File: src/sv/assert_macros.svh
// assertion macros used by the deframer core rtl file
`ifndef ASSERT_MACROS_SVH
`define ASSERT_MACROS_SVH

// same-cycle implication, checked outside reset
`define ASSERT_IMPLY(label, clk, rst_n, ante, cons) \
  label: assert property (@(posedge clk) disable iff (!rst_n) (ante) |-> (cons)) \
    else $error("implication check failed");

// next-cycle implication, checked outside reset
`define ASSERT_NEXT(label, clk, rst_n, ante, cons) \
  label: assert property (@(posedge clk) disable iff (!rst_n) (ante) |=> (cons)) \
    else $error("next-cycle check failed");

`endif

File: src/sv/ctbd_pkg.sv
// package: types, register indexes and constants of the channel-tagged byte deframer
`default_nettype none
package ctbd_pkg;

  // configuration register indexes
  localparam logic [2:0] REG_STRING_CHANNEL    = 3'd0;
  localparam logic [2:0] REG_FLOAT_BASE        = 3'd1;
  localparam logic [2:0] REG_SHORT_BASE        = 3'd2;
  localparam logic [2:0] REG_LONG_BASE         = 3'd3;
  localparam logic [2:0] REG_CHANNELS_PER_KIND = 3'd4;
  localparam logic [2:0] REG_MAX_PAYLOAD       = 3'd5;

  // register reset values
  localparam logic [7:0] RST_STRING_CHANNEL    = 8'd0;
  localparam logic [7:0] RST_FLOAT_BASE        = 8'd16;
  localparam logic [7:0] RST_SHORT_BASE        = 8'd32;
  localparam logic [7:0] RST_LONG_BASE         = 8'd48;
  localparam logic [7:0] RST_CHANNELS_PER_KIND = 8'd10;
  localparam logic [7:0] RST_MAX_PAYLOAD       = 8'd32;

  // payload lengths of the numeric kinds
  localparam logic [2:0] LEN_NONE  = 3'd0;
  localparam logic [2:0] LEN_FLOAT = 3'd4;
  localparam logic [2:0] LEN_SHORT = 3'd2;
  localparam logic [2:0] LEN_LONG  = 3'd4;

  // string terminator
  localparam logic [7:0] TERM_BYTE = 8'h00;

  typedef enum logic [1:0] {
    PH_IDLE    = 2'd0,
    PH_NUMERIC = 2'd1,
    PH_STRING  = 2'd2
  } ctbd_phase_t;

  typedef struct packed {
    logic [7:0] string_channel;
    logic [7:0] float_base;
    logic [7:0] short_base;
    logic [7:0] long_base;
    logic [7:0] channels_per_kind;
    logic [7:0] max_payload;
  } ctbd_cfg_t;

  typedef struct packed {
    logic [7:0] msg_channel;
    logic [7:0] data_byte;
    logic [7:0] byte_index;
    logic       byte_valid;
    logic       msg_done;
    logic [7:0] msg_length;
  } ctbd_result_t;

endpackage
`default_nettype wire

File: src/sv/ctbd_cfg.sv
// configuration register file of the deframer
`default_nettype none
module ctbd_cfg
  import ctbd_pkg::*;
(
  input  wire logic       clk,
  input  wire logic       rst_n,
  input  wire logic       cfg_we,
  input  wire logic [2:0] cfg_index,
  input  wire logic [7:0] cfg_wdata,
  output ctbd_cfg_t       cfg
);

  ctbd_cfg_t cfg_r;

  // register writes, unknown indexes ignored
  always_ff @(posedge clk) begin
    if (!rst_n) begin
      cfg_r.string_channel    <= RST_STRING_CHANNEL;
      cfg_r.float_base        <= RST_FLOAT_BASE;
      cfg_r.short_base        <= RST_SHORT_BASE;
      cfg_r.long_base         <= RST_LONG_BASE;
      cfg_r.channels_per_kind <= RST_CHANNELS_PER_KIND;
      cfg_r.max_payload       <= RST_MAX_PAYLOAD;
    end else if (cfg_we) begin
      unique case (cfg_index)
        REG_STRING_CHANNEL:    cfg_r.string_channel    <= cfg_wdata;
        REG_FLOAT_BASE:        cfg_r.float_base        <= cfg_wdata;
        REG_SHORT_BASE:        cfg_r.short_base        <= cfg_wdata;
        REG_LONG_BASE:         cfg_r.long_base         <= cfg_wdata;
        REG_CHANNELS_PER_KIND: cfg_r.channels_per_kind <= cfg_wdata;
        REG_MAX_PAYLOAD:       cfg_r.max_payload       <= cfg_wdata;
        default: ;
      endcase
    end
  end

  assign cfg = cfg_r;

endmodule
`default_nettype wire

File: src/sv/ctbd_step.sv
// framing state machine: decides what one byte does and keeps message state
`default_nettype none
module ctbd_step
  import ctbd_pkg::*;
(
  input  wire logic       clk,
  input  wire logic       rst_n,
  input  wire ctbd_cfg_t  cfg,
  input  wire logic [7:0] byte_i,
  input  wire logic       step_en,
  output logic            res_valid,
  output ctbd_result_t    res
);

  ctbd_phase_t phase_r, phase_nxt;
  logic [7:0]  chan_r, chan_nxt;
  logic [7:0]  count_r, count_nxt;
  logic [2:0]  exp_r, exp_nxt;

  logic        room;
  logic        term;
  logic [8:0]  sum_float, sum_short, sum_long;
  logic        hit_float, hit_short, hit_long;

  // range and capacity checks, nine bits so nothing wraps
  always_comb begin
    sum_float = {1'b0, cfg.float_base} + {1'b0, cfg.channels_per_kind};
    sum_short = {1'b0, cfg.short_base} + {1'b0, cfg.channels_per_kind};
    sum_long  = {1'b0, cfg.long_base}  + {1'b0, cfg.channels_per_kind};
    hit_float = (byte_i >= cfg.float_base) && ({1'b0, byte_i} < sum_float);
    hit_short = (byte_i >= cfg.short_base) && ({1'b0, byte_i} < sum_short);
    hit_long  = (byte_i >= cfg.long_base)  && ({1'b0, byte_i} < sum_long);
    room      = ({1'b0, count_r} + 9'd1) < {1'b0, cfg.max_payload};
    term      = (byte_i == TERM_BYTE);
  end

  // next state and result for the byte in hand
  always_comb begin
    phase_nxt      = phase_r;
    chan_nxt       = chan_r;
    count_nxt      = count_r;
    exp_nxt        = exp_r;
    res_valid      = 1'b0;
    res.data_byte  = 8'd0;
    res.byte_index = 8'd0;
    res.byte_valid = 1'b0;
    res.msg_done   = 1'b0;
    unique case (phase_r)
      PH_NUMERIC: begin
        count_nxt      = count_r + 8'd1;
        res_valid      = 1'b1;
        res.data_byte  = byte_i;
        res.byte_index = count_r;
        res.byte_valid = 1'b1;
        res.msg_done   = (count_nxt >= {5'd0, exp_r});
        if (res.msg_done) begin
          phase_nxt = PH_IDLE;
        end
      end
      PH_STRING: begin
        if (room) begin
          count_nxt      = count_r + 8'd1;
          res_valid      = 1'b1;
          res.data_byte  = byte_i;
          res.byte_index = count_r;
          res.byte_valid = 1'b1;
          res.msg_done   = term;
        end else if (term) begin
          res_valid    = 1'b1;
          res.msg_done = 1'b1;
        end
        if (term) begin
          phase_nxt = PH_IDLE;
        end
      end
      default: begin
        // channel byte, also for the unused phase code
        chan_nxt  = byte_i;
        count_nxt = 8'd0;
        exp_nxt   = LEN_NONE;
        if (byte_i == cfg.string_channel) begin
          if (term) begin
            phase_nxt    = PH_IDLE;
            res_valid    = 1'b1;
            res.msg_done = 1'b1;
          end else begin
            phase_nxt = PH_STRING;
          end
        end else begin
          if (hit_float) begin
            exp_nxt = LEN_FLOAT;
          end else if (hit_short) begin
            exp_nxt = LEN_SHORT;
          end else if (hit_long) begin
            exp_nxt = LEN_LONG;
          end
          if (exp_nxt == LEN_NONE) begin
            phase_nxt    = PH_IDLE;
            res_valid    = 1'b1;
            res.msg_done = 1'b1;
          end else begin
            phase_nxt = PH_NUMERIC;
          end
        end
      end
    endcase
    res.msg_channel = chan_nxt;
    res.msg_length  = count_nxt;
  end

  // message state
  always_ff @(posedge clk) begin
    if (!rst_n) begin
      phase_r <= PH_IDLE;
      chan_r  <= 8'd0;
      count_r <= 8'd0;
      exp_r   <= LEN_NONE;
    end else if (step_en) begin
      phase_r <= phase_nxt;
      chan_r  <= chan_nxt;
      count_r <= count_nxt;
      exp_r   <= exp_nxt;
    end
  end

endmodule
`default_nettype wire

File: src/sv/channel_tagged_byte_deframer_core.sv
// Channel-tagged byte deframer, top level.
// The in_ channel carries one received link byte per beat (in_byte_in). The first
// byte of a message names its channel; numeric channels then take 2 or 4 payload
// bytes, the string channel takes bytes up to its zero terminator.
// The out_ channel carries at most one result beat per input beat: a stored
// payload byte with its index, and/or the end of a message with its length.
// Numeric channel bytes, a nonzero string channel byte and dropped string bytes give no result beat.
// The cfg_ port writes the six framing registers; write only while no message
// is being worked on.
// An accepted byte passes the input register, then the result register, before its
// result beat is valid.
// Throughput: one byte per cycle unless a held result beat stalls it; the single framing
// state update per byte is the only loop.
// Reset (synchronous, rst_n low) empties both registers, returns the framer to
// waiting for a channel byte and loads the register defaults.
// When out_ready is low with a beat held, the result register holds; the input register still
// takes a byte whose beat makes no result, otherwise in_ready drops.
`default_nettype none
`include "assert_macros.svh"
module channel_tagged_byte_deframer_core
  import ctbd_pkg::*;
(
  input  wire logic       clk,
  input  wire logic       rst_n,
  // configuration
  input  wire logic       cfg_we,
  input  wire logic [2:0] cfg_index,
  input  wire logic [7:0] cfg_wdata,
  // input bytes
  input  wire logic       in_valid,
  output logic            in_ready,
  input  wire logic [7:0] in_byte_in,
  // results
  output logic            out_valid,
  input  wire logic       out_ready,
  output logic [7:0]      out_msg_channel,
  output logic [7:0]      out_data_byte,
  output logic [7:0]      out_byte_index,
  output logic            out_byte_valid,
  output logic            out_msg_done,
  output logic [7:0]      out_msg_length
);

  ctbd_cfg_t    cfg;
  ctbd_result_t res;
  ctbd_result_t res_r;
  logic         res_valid;
  logic         s1_valid_r;
  logic [7:0]   s1_byte_r;
  logic         out_valid_r;
  logic         out_free;
  logic         s1_fire;

  ctbd_cfg u_cfg (
    .clk       (clk),
    .rst_n     (rst_n),
    .cfg_we    (cfg_we),
    .cfg_index (cfg_index),
    .cfg_wdata (cfg_wdata),
    .cfg       (cfg)
  );

  ctbd_step u_step (
    .clk       (clk),
    .rst_n     (rst_n),
    .cfg       (cfg),
    .byte_i    (s1_byte_r),
    .step_en   (s1_fire),
    .res_valid (res_valid),
    .res       (res)
  );

  // handshake between the stages
  assign out_free = !out_valid_r || out_ready;
  assign s1_fire  = s1_valid_r && (out_free || !res_valid);
  assign in_ready = !s1_valid_r || s1_fire;

  // input register
  always_ff @(posedge clk) begin
    if (!rst_n) begin
      s1_valid_r <= 1'b0;
    end else if (in_ready) begin
      s1_valid_r <= in_valid;
    end
  end

  always_ff @(posedge clk) begin
    if (in_valid && in_ready) begin
      s1_byte_r <= in_byte_in;
    end
  end

  // result register
  always_ff @(posedge clk) begin
    if (!rst_n) begin
      out_valid_r <= 1'b0;
    end else if (s1_fire && res_valid) begin
      out_valid_r <= 1'b1;
    end else if (out_ready) begin
      out_valid_r <= 1'b0;
    end
  end

  always_ff @(posedge clk) begin
    if (s1_fire && res_valid) begin
      res_r <= res;
    end
  end

  assign out_valid       = out_valid_r;
  assign out_msg_channel = res_r.msg_channel;
  assign out_data_byte   = res_r.data_byte;
  assign out_byte_index  = res_r.byte_index;
  assign out_byte_valid  = res_r.byte_valid;
  assign out_msg_done    = res_r.msg_done;
  assign out_msg_length  = res_r.msg_length;

  // a stored byte always brings the length to its index plus one
  `ASSERT_IMPLY(a_len_follows_index, clk, rst_n, out_valid_r && out_byte_valid,
                out_msg_length == (out_byte_index + 8'd1))
  // a beat without payload carries zero data and index and ends a message
  `ASSERT_IMPLY(a_empty_beat_done, clk, rst_n, out_valid_r && !out_byte_valid,
                out_msg_done && (out_data_byte == 8'd0) && (out_byte_index == 8'd0))
  // a blocked input stage keeps its byte
  `ASSERT_NEXT(a_s1_holds, clk, rst_n, s1_valid_r && !s1_fire,
               s1_valid_r && $stable(s1_byte_r))

endmodule
`default_nettype wire

File: config.mk
export PLATFORM = sky130hd
export DESIGN_NAME = channel_tagged_byte_deframer_core
export DESIGN_NICKNAME = d
export VERILOG_FILES = /design/src/sv/ctbd_pkg.sv /design/src/sv/ctbd_cfg.sv /design/src/sv/ctbd_step.sv /design/src/sv/channel_tagged_byte_deframer_core.sv
export VERILOG_INCLUDE_DIRS = /design/src /design/src/sv
export SDC_FILE = /design/constraint.sdc
export NUM_CORES = 1
export LEC_CHECK = 0
export BUFFER_PORTS_ARGS = -buffer_cell sky130_fd_sc_hd__clkbuf_2
export CAP_MARGIN = 25
export CELL_PAD_IN_SITES_DETAIL_PLACEMENT = 1
export CELL_PAD_IN_SITES_GLOBAL_PLACEMENT = 1
export CORE_UTILIZATION = 45
export CTS_BUF_LIST = sky130_fd_sc_hd__clkbuf_4
export CTS_CLUSTER_DIAMETER = 80
export DETAILED_ROUTE_END_ITERATION = 10
export PLACE_DENSITY_LB_ADDON = 0.1
export SYNTH_ARGS = -nofsm -noshare
export SYNTH_HDL_FRONTEND = slang
export SYNTH_HIERARCHICAL = 1
export SYNTH_SLANG_ARGS = --single-unit
File: constraint.sdc
create_clock -name clk -period 6.7 [get_ports clk]
set_input_delay 1.34 -clock clk [delete_from_list [all_inputs] [get_ports clk]]
set_output_delay 1.34 -clock clk [all_outputs]
set_load 0.01 [all_outputs]
==> metrics.cfg, run 1 <==
[place]
io_buffers=59
dpl.hpwl_um=13700
dpl.cell_count=974
place_congestion=0.899
dpl_cell_area_um2=7460

[sta]
min_period_over_period=0.895
max_freq_mhz=167
tightest_slew_ns=0.871
finClkSkew_ns=0.0196
finalHoldViolCount=0
post-route-min-period_ns=6.00
tns_ns=0
finalSetupViolCount=0
slew_viol_final=0
rsz0062_at_grt=false
relSlewSlack=0.416

[logic_synthesis]
synth-main-ff-cell=dfxtp_1
synth_cell_types=65
synth_warnings=6
synth_edf_count=42
syn-num-nets=841
yosysMostFrequentCell=nand2_1
yosys.area.top_type=dfxtp_1
avgSynthCellArea_um2=9.62
ys_async_sr_fraction=0
ys_top_cells_by_area=dfxtp_1 (20%), edfxtp_1 (18%), ha_1 (15%)
synth_area_um2=7040
ys_top_cells_by_count=nand2_1 (101), ha_1 (82), dfxtp_1 (70)
synth_seq_cells=112
synth.top_cell.area_share=0.199
synthCells=732
yosysSeqAreaShare=0.378

[critical_path]
r2r-start=u_cfg/cfg[8]
arrival_ns=4.66
cp.required_ns=5.36
critPathLaunchType=flop
r2r_slack_ns=1.48
setup.worst_path.start=u_cfg/cfg[8]
criticalPathCategory=flop to output pin
crit_end=in_ready
end_kind=output pin
r2r_cells=18
timing.rr.end=u_step/exp_r[2]
cp_max_fo=4

[clock_network]
path_clk_slew_ns=0.19
clk_latency_ns=0.51
cts_buffer_depth=2
cts_buffers=9
cts_setup_buffers=0
ctsHoldBuffers=0
clock-root-buffer=clkbuf_4
cts.sinks=112
cts_tree=yes
htree_num_levels=3
ctsResizeCount=0

[global_route]
grt_max_degree=73
antenna_found_initial=1
grtUsageTotal=0.240
grt_pass1_vias=5529
grt_pass1_wl_um=29600
gr-total-overflow=0

[min_path]
hold_path.class=flop to flop

[pwr]
p_int_uw=925
power_frac_comb=0.137
power-per-cell-area_nw_per_um2=172
total_leakage_power_uw=0.00346
netSwitchingFraction=0.294
p_clk_frac=0.287
p_sw_uw=385
seq_power_share=0.576
vdd_drop_max_v=0.0000780

[cells_and_area]
fin_cells=991
area_delta_synth_final_pct=8.16
multiInputGateArea_um2=4030
regArea_um2=2660
stdcell_area_um2=7610
layout-drive-gt1-share=0.126
nNetsFinal=883
fill_cells=1753

[floorplan]
dieArea_um2=16100
fp.dieW_um=127
io_pins=60
die_h_um=127
num_rows=45
start_util=0.461
coreArea_um2=15300

[detailed_routing]
drc=0
vias=5460
detail-route-antenna-nets=0
wl_per_cell_um=18.7
dr.pass1.iters=4
drt_iter0_markers=301
wl_um=18600
viasPerCell=5.51

[flow_run]
maxCapViolCount=0

[outcome]
status=finished clean

-- cells by family (layout without fill, tap and decap cells) --
logic type      after synthesis  after routing  share of synthesized area
compound gates              146            146                      0.140
flops                       112            112                      0.378
buf+inv                      80            127                     0.0494
fa+ha+maj                    85             85                      0.154
simple gates                220            220                      0.156
other cells                   0              1                          0
xor+xnor                     31             31                     0.0386
mux                          58             58                     0.0839
-- area by class of cell --
cell class                 instances  share of cell area
multi-input combinational        540               0.530
sequential                       112               0.350
timing repair buffer              62              0.0417
tap                              211              0.0347
inverter                          49              0.0242
clock inverter                     7              0.0110
clock buffer                       9             0.00887
antenna                            1            0.000329
-- registers in the layout (all words and copies together) (netlist names) --
name,flops
out_byte_index,8
out_byte_valid,1
out_data_byte,8
out_msg_channel,8
out_msg_done,1
out_msg_length,8
out_valid,1
s1_byte_r,8
s1_valid_r,1
u_cfg/cfg,48
u_step/chan_r,8
u_step/count_r,8
u_step/exp_r,2
u_step/phase_r,2
-- worst max-delay path, cell delays in order (launching register included) --
cell and delay (ns):
dfxtp_1 0.39, ha_1 0.24, fa_1 0.44, a211oi_1 0.36
o21bai_1 0.16, a21oi_1 0.25, xor2_1 0.20, ha_1 0.28
and3_1 0.19, a221o_1 0.32, o221a_2 0.27, a221oi_2 0.26
nor3_1 0.13, a211o_1 0.38, nand4b_4 0.12, clkbuf_2 0.14
-- stage by stage --
step | util | setup WS [ns] | total power [uW] | hold slack, ns
detailed placement | 0.489 | 1.38 | 947 | 0.451
finish | 0.499 | 0.703 | 1310 | 0.468
CTS | 0.499 | 0.766 | 1310 | 0.473
global route | 0.499 | 0.514 | 1370 | 0.494
global placement | 0.489 | 1.57 | 938 | 0.441
floorplan | - | 1.81 | 884 | 0.434
-- worst min path at each step --
stage / cells after the start / slack, ns / startpoint / endpoint
2_1_floorplan: 2 / 0.43 / u_step/chan_r[0] / u_step/chan_r[0]
3_3_place_gp: 2 / 0.44 / u_step/chan_r[3] / u_step/chan_r[3]
3_5_place_dp: 2 / 0.45 / u_step/chan_r[0] / u_step/chan_r[0]
4_1_cts: 2 / 0.47 / u_step/chan_r[0] / u_step/chan_r[0]
5_1_grt: 2 / 0.49 / u_step/chan_r[6] / u_step/chan_r[6]
6_report: 2 / 0.47 / u_step/chan_r[0] / u_step/chan_r[0]
-- power groups by stage --
stage	Combinational (uW)	Clock [uW]	Sequential, uW
after global routing	200	409	756
after CTS	180	380	754
after global placement	170	0	768
after detailed placement	178	0	769
after floorplan	124	0	760
final	180	376	754
-- cell usage in the layout, fill, tap and decap left out, drive strengths merged, types with 3 or more instances in the layout --
cell	synthesis	final
inv	49	53
dfxtp	70	70
nand4	4	4
nor3	10	10
o31ai	3	3
mux2i	50	50
nor2b	17	17
edfxtp	42	42
o21ai	23	23
nor2	24	24
and3	7	7
clkbuf	16	68
a21boi	4	4
and2	19	19
nand2b	12	12
a211oi	10	10
nand4b	3	3
o21a	8	8
xor2	15	15
fa	3	3
nand2	101	101
o22a	4	4
a21o	13	13
ha	82	82
o22ai	3	3
a211o	3	3
nor4	4	4
mux2	8	8
a21oi	45	45
xnor2	16	16
o21bai	5	5
a31oi	6	6
nand3	9	9
buf	15	3
-- metal layers --
metal  up-vias  global-route usage  routed length, um  share of wire
met3        21              0.0314                522          0.028
met4         0              0.0651                231          0.012
met1      2649               0.301               8570           0.46
li1       2679                   -                  -              -
met5         -                   0                  0              0
met2       111               0.432               9240           0.50
(Power assumes the default switching activity.)
==> inputs of run 2 (changes only) <==
--- a/config.mk
+++ b/config.mk
@@ -11,7 +11,7 @@
 export CELL_PAD_IN_SITES_DETAIL_PLACEMENT = 1
 export CELL_PAD_IN_SITES_GLOBAL_PLACEMENT = 1
 export CORE_UTILIZATION = 45
-export CTS_BUF_LIST = sky130_fd_sc_hd__clkbuf_4
+export CTS_BUF_LIST = sky130_fd_sc_hd__clkbuf_16
 export CTS_CLUSTER_DIAMETER = 80
 export DETAILED_ROUTE_END_ITERATION = 10
 export PLACE_DENSITY_LB_ADDON = 0.1
==> run 2 against run 1 <==
Net effect:
- maximum frequency is 3.7% higher
- die area stayed put
- core utilization is 1.0 points higher
- worst setup slack better by 0.21 ns
- total power is 15% higher
- global-route usage hardly changed
- largest cell class unchanged
- clock power is 52% higher
- flip-flop and latch count stayed put
==> metrics.cfg, run 2 (synthesis gave the netlist of run 1 again) <==
[pwr]
power_frac_comb=0.119
p_sw_uw=405
total_leakage_power_uw=0.00353
netSwitchingFraction=0.269
power-per-cell-area_nw_per_um2=194
power_uw=1500
seq_power_share=0.500
p_clk_frac=0.381
p_int_uw=1100
vdd_drop_max_v=0.000109

[detailed_routing]
viasPerCell=5.47
wl_um=18500
drc=0
vias=5415
dr.pass1.iters=4
detail-route-antenna-nets=0
drt_iter0_markers=335
wl_per_cell_um=18.7

[critical_path]
arrival_ns=4.44
cp.required_ns=5.36
path_cells=ha_1 > fa_1 > a211oi_1 > o21bai_1 > a21oi_1 > xor2_1 > ha_1 > and3_1 > a221o_1 > o221a_2 > a221oi_2 > nor3_1 > a211o_1 > nand4b_4 > clkbuf_2
cp_max_fo=4
r2r_slack_ns=1.55
worst-path-buf-inv=1
slowest_delay_ns=0.44
crit_family=compound AO/OA/AOI/OAI gates
timing.rr.end=u_step/exp_r[2]
slowest_stage=fa_1
worst-path-stages=15
r2r-start=u_cfg/cfg[8]
r2r_cells=18
criticalPathCategory=flop to output pin
critPathLaunchType=flop
end_kind=output pin
crit_top_cell=ha_1

[clock_network]
clock-root-buffer=clkbuf_16
cts_buffers=9
ctsHoldBuffers=0
cts_setup_buffers=0
ctsResizeCount=0
clk_latency_ns=0.37
cts_buffer_depth=2
path_clk_slew_ns=0.08
cts.sinks=112
htree_num_levels=3
cts_tree=yes

[sta]
tightest_slew_ns=0.827
slew_viol_final=0
worst_slack_ns=0.917
post-route-min-period_ns=5.78
finalHoldViolCount=0
hold_slack_ns=0.458
finalSetupViolCount=0
rsz0062_at_grt=false
min_period_over_period=0.863
relSlewSlack=0.446
finClkSkew_ns=0.0117
max_freq_mhz=173
tns_ns=0

[floorplan]
coreArea_um2=15300
start_util=0.461
fp.dieW_um=127
num_rows=45
io_pins=60
die_h_um=127
dieArea_um2=16100

[global_route]
grtUsageTotal=0.240
antenna_found_initial=0
gr-total-overflow=0
grt_pass1_vias=5515
grt_max_degree=73
grt_pass1_wl_um=29600

[cells_and_area]
layout_commonest_cell=nand2_1
layout-drive-gt1-share=0.126
largest_reg_flops=48
final_cell_mix=nand2_1 (101), ha_1 (82), dfxtp_1 (70)
area_delta_synth_final_pct=10.4
diodes=0
stdcell_area_um2=7770
nNetsFinal=883

[min_path]
hold_depth=2
worst_hold_startpoint=u_step/chan_r[0]
min_to=u_step/chan_r[0]
hold_path.class=flop to flop

[place]
place_congestion=0.899
dp_slack_ns=1.38
dpl_cell_area_um2=7460
dpl.hpwl_um=13700
io_buffers=59

[flow_run]
maxCapViolCount=0

[outcome]
status=finished clean

==> run 2: area by class of cell <==
type	count	area, um^2
multi-input combinational	540	4030
clock buffer	9	225
inverter	49	184
sequential	112	2660
clock inverter	7	83.8
tap	211	264
fill	1734	7490
timing repair buffer	62	318
==> run 2: worst reg2reg max path, cell delays in order (launching register included) <==
cell,delay (ns)
dfxtp_1,0.35
ha_1,0.24
fa_1,0.44
a211oi_1,0.35
o21bai_1,0.15
a21oi_1,0.25
xor2_1,0.20
ha_1,0.28
and3_1,0.19
a221o_1,0.33
o221a_2,0.27
a221oi_2,0.26
nor3_1,0.13
a211o_1,0.38
a21boi_1,0.15
buf_4,0.25
and2_1,0.38
nor2_1,0.07
a2111oi_0,0.35
==> run 2: power groups by stage <==
stage / Sequential [uW] / Clock (uW) / Combinational, uW
after floorplan: 760 / 0 / 124
after global placement: 768 / 0 / 170
after detailed placement: 769 / 0 / 178
after CTS: 753 / 584 / 180
after global routing: 755 / 608 / 200
final: 752 / 573 / 179
==> run 2: how the worst max path moves through the flow <==
stage | to | slack, ns | start
final | in_ready | 0.92 | u_cfg/cfg[8]
after global routing | in_ready | 0.71 | u_cfg/cfg[8]
after CTS | in_ready | 0.97 | u_cfg/cfg[8]
after detailed placement | in_ready | 1.38 | u_cfg/cfg[8]
after global placement | in_ready | 1.57 | u_cfg/cfg[8]
after floorplan | out_byte_index[0] | 1.81 | u_cfg/cfg[8]
==> run 2: layer usage <==
metal | global-route usage | part of all wire | vias up
met5 | 0 | 0 | -
met4 | 0.0749 | 0.015 | 0
met2 | 0.434 | 0.50 | 96
li1 | - | - | 2681
met3 | 0.0310 | 0.026 | 16
met1 | 0.297 | 0.46 | 2622
==> run 2: metrics by stage <==
stage,util,cells
finish,0.509,990
global route,0.509,990
CTS,0.509,990
detailed placement,0.489,974
global placement,0.489,974
floorplan,-,732
==> inputs of run 3 (changes only) <==
==> constraint.sdc (replaced) <==
create_clock -name clk -period 7.21 [get_ports clk]
set_input_delay 1.442 -clock clk [delete_from_list [all_inputs] [get_ports clk]]
set_output_delay 1.442 -clock clk [all_outputs]
set_load 0.01 [all_outputs]
==> run 3 against run 2 <==
Net effect:
- clock-buffer cell count unchanged
- largest power group unchanged
- flip-flop and latch count unchanged
- sequential share of layout area increased by 0.066 points
- routed wire length increased by 1.8%
- total power decreased by 8.7%
- first-iteration DRC count decreased by 15%
- highest routed layer unchanged
==> metrics.cfg, run 3 (synthesis gave the netlist of run 1 again) <==
[outcome]
status=finished clean

[critical_path]
crit_family=compound AO/OA/AOI/OAI gates
end_kind=output pin
criticalPathCategory=flop to output pin
r2r_slack_ns=2.03
path_cells=ha_1 > fa_1 > a211oi_1 > o21bai_1 > a21oi_1 > xor2_1 > ha_1 > and3_1 > a221o_1 > o221a_2 > a221oi_2 > nor3_1 > a211o_1 > nand4b_4 > clkbuf_2
worst-path-buf-inv=1
worst-path-stages=15
setup.worst_path.start=u_cfg/cfg[8]
r2r_cells=18
r2r-start=u_cfg/cfg[8]
critPathLaunchType=flop
slowest_stage=fa_1
crit_top_cell=ha_1
crit_end=in_ready
timing.rr.end=u_step/exp_r[2]
cp_max_fo=4
arrival_ns=4.48
slowest_delay_ns=0.44
cp.required_ns=5.77

[cells_and_area]
multiInputGateArea_um2=4030
area_delta_synth_final_pct=10.1
final_cell_mix=nand2_1 (101), ha_1 (82), dfxtp_1 (70)
stdcell_area_um2=7750
layout-drive-gt1-share=0.126
regArea_um2=2660
nNetsFinal=883
diodes=0
largest_reg_flops=48
layout_commonest_cell=nand2_1
fill_cells=1766

[pwr]
total_leakage_power_uw=0.00352
vdd_drop_max_v=0.000104
power-per-cell-area_nw_per_um2=177

[detailed_routing]
vias=5544
viasPerCell=5.60
detail-route-antenna-nets=0
wl_um=18900
drt_iter0_markers=286
drc=0
wl_per_cell_um=19.1
dr.pass1.iters=4

[clock_network]
path_clk_slew_ns=0.08
cts_tree=yes
cts_setup_buffers=0
ctsHoldBuffers=0
cts_buffers=9
cts_buffer_depth=2
ctsResizeCount=0
htree_num_levels=3
clk_latency_ns=0.36
cts.sinks=112
clock-root-buffer=clkbuf_16

[place]
place_congestion=0.901
dpl_cell_area_um2=7460
dpl.hpwl_um=14200
io_buffers=59

[floorplan]
coreArea_um2=15300
fp.dieW_um=127
num_rows=45
dieArea_um2=16100
io_pins=60
start_util=0.461
die_h_um=127

[global_route]
grt_pass1_vias=5898
grt_pass1_wl_um=31000
antenna_found_initial=0
grtUsageTotal=0.248
gr-total-overflow=0
grt_max_degree=73

[sta]
min_period_over_period=0.822
rsz0062_at_grt=false
finClkSkew_ns=0.0105
relSlewSlack=0.430
tightest_slew_ns=0.850
slew_viol_final=0
max_freq_mhz=169
finalSetupViolCount=0
tns_ns=0
post-route-min-period_ns=5.93
finalHoldViolCount=0

[min_path]
hold_path.class=flop to flop

[flow_run]
maxCapViolCount=0

-- run 3: changes by cell type in the layout (fill, tap and decap cells not counted) --
cell       change
clkinv_4       +1
inv_8          +1
clkinv_2       -1
bufinv_16      -1
-- run 3: per-layer routing --
| layer | share of wire | GRT usage | up-vias |
|---|---|---|---|
| li1 | - | - | 2680 |
| met1 | 0.44 | 0.298 | 2702 |
| met2 | 0.50 | 0.450 | 132 |
| met3 | 0.029 | 0.0289 | 30 |
| met4 | 0.024 | 0.0973 | 0 |
| met5 | 0 | 0 | - |
-- run 3: worst min path at each step --
| stage | end | depth (start not counted) | startpoint |
|---|---|---|---|
| floorplan | u_step/chan_r[0] | 2 | u_step/chan_r[0] |
| global placement | u_step/chan_r[2] | 2 | u_step/chan_r[2] |
| detailed placement | u_step/chan_r[4] | 2 | u_step/chan_r[4] |
| CTS | u_step/chan_r[4] | 2 | u_step/chan_r[4] |
| global route | u_step/chan_r[6] | 2 | u_step/chan_r[6] |
| finish | u_step/chan_r[4] | 2 | u_step/chan_r[4] |
-- run 3: where the power goes --
group | total, uW | switching, uW | internal, uW
Clock | 506 | 260 | 246
Combinational | 169 | 99.3 | 69.7
Sequential | 699 | 23.3 | 676
Total | 1370 | 382 | 992
-- run 3: cell type report --
class / instances / area share
inverters: 49 / 0.0237
clock inverters: 7 / 0.00887
repair buffers: 62 / 0.0410
well taps: 211 / 0.0340
multi-input cells: 540 / 0.520
clock buffers: 9 / 0.0290
flip-flops and latches: 112 / 0.343
-- run 3: metrics by stage --
stage          hold WS, ns  power (uW)   util  instances  setup WS [ns]
2_1_floorplan        0.434         822      -        732           2.32
3_3_place_gp         0.441         871  0.489        974           1.95
3_5_place_dp         0.455         881  0.489        974           1.78
4_1_cts              0.466        1380  0.508        990           1.35
5_1_grt              0.482        1430  0.508        990           1.10
6_report             0.463        1370  0.508        990           1.28
-- run 3: worst min-delay path, delay by kind of cell, from the launching register on --
family	cells	cell delay [ns]
and+or+nand+nor	1	0.05
DFF	1	0.32
AOI/OAI and AO/OA	1	0.06
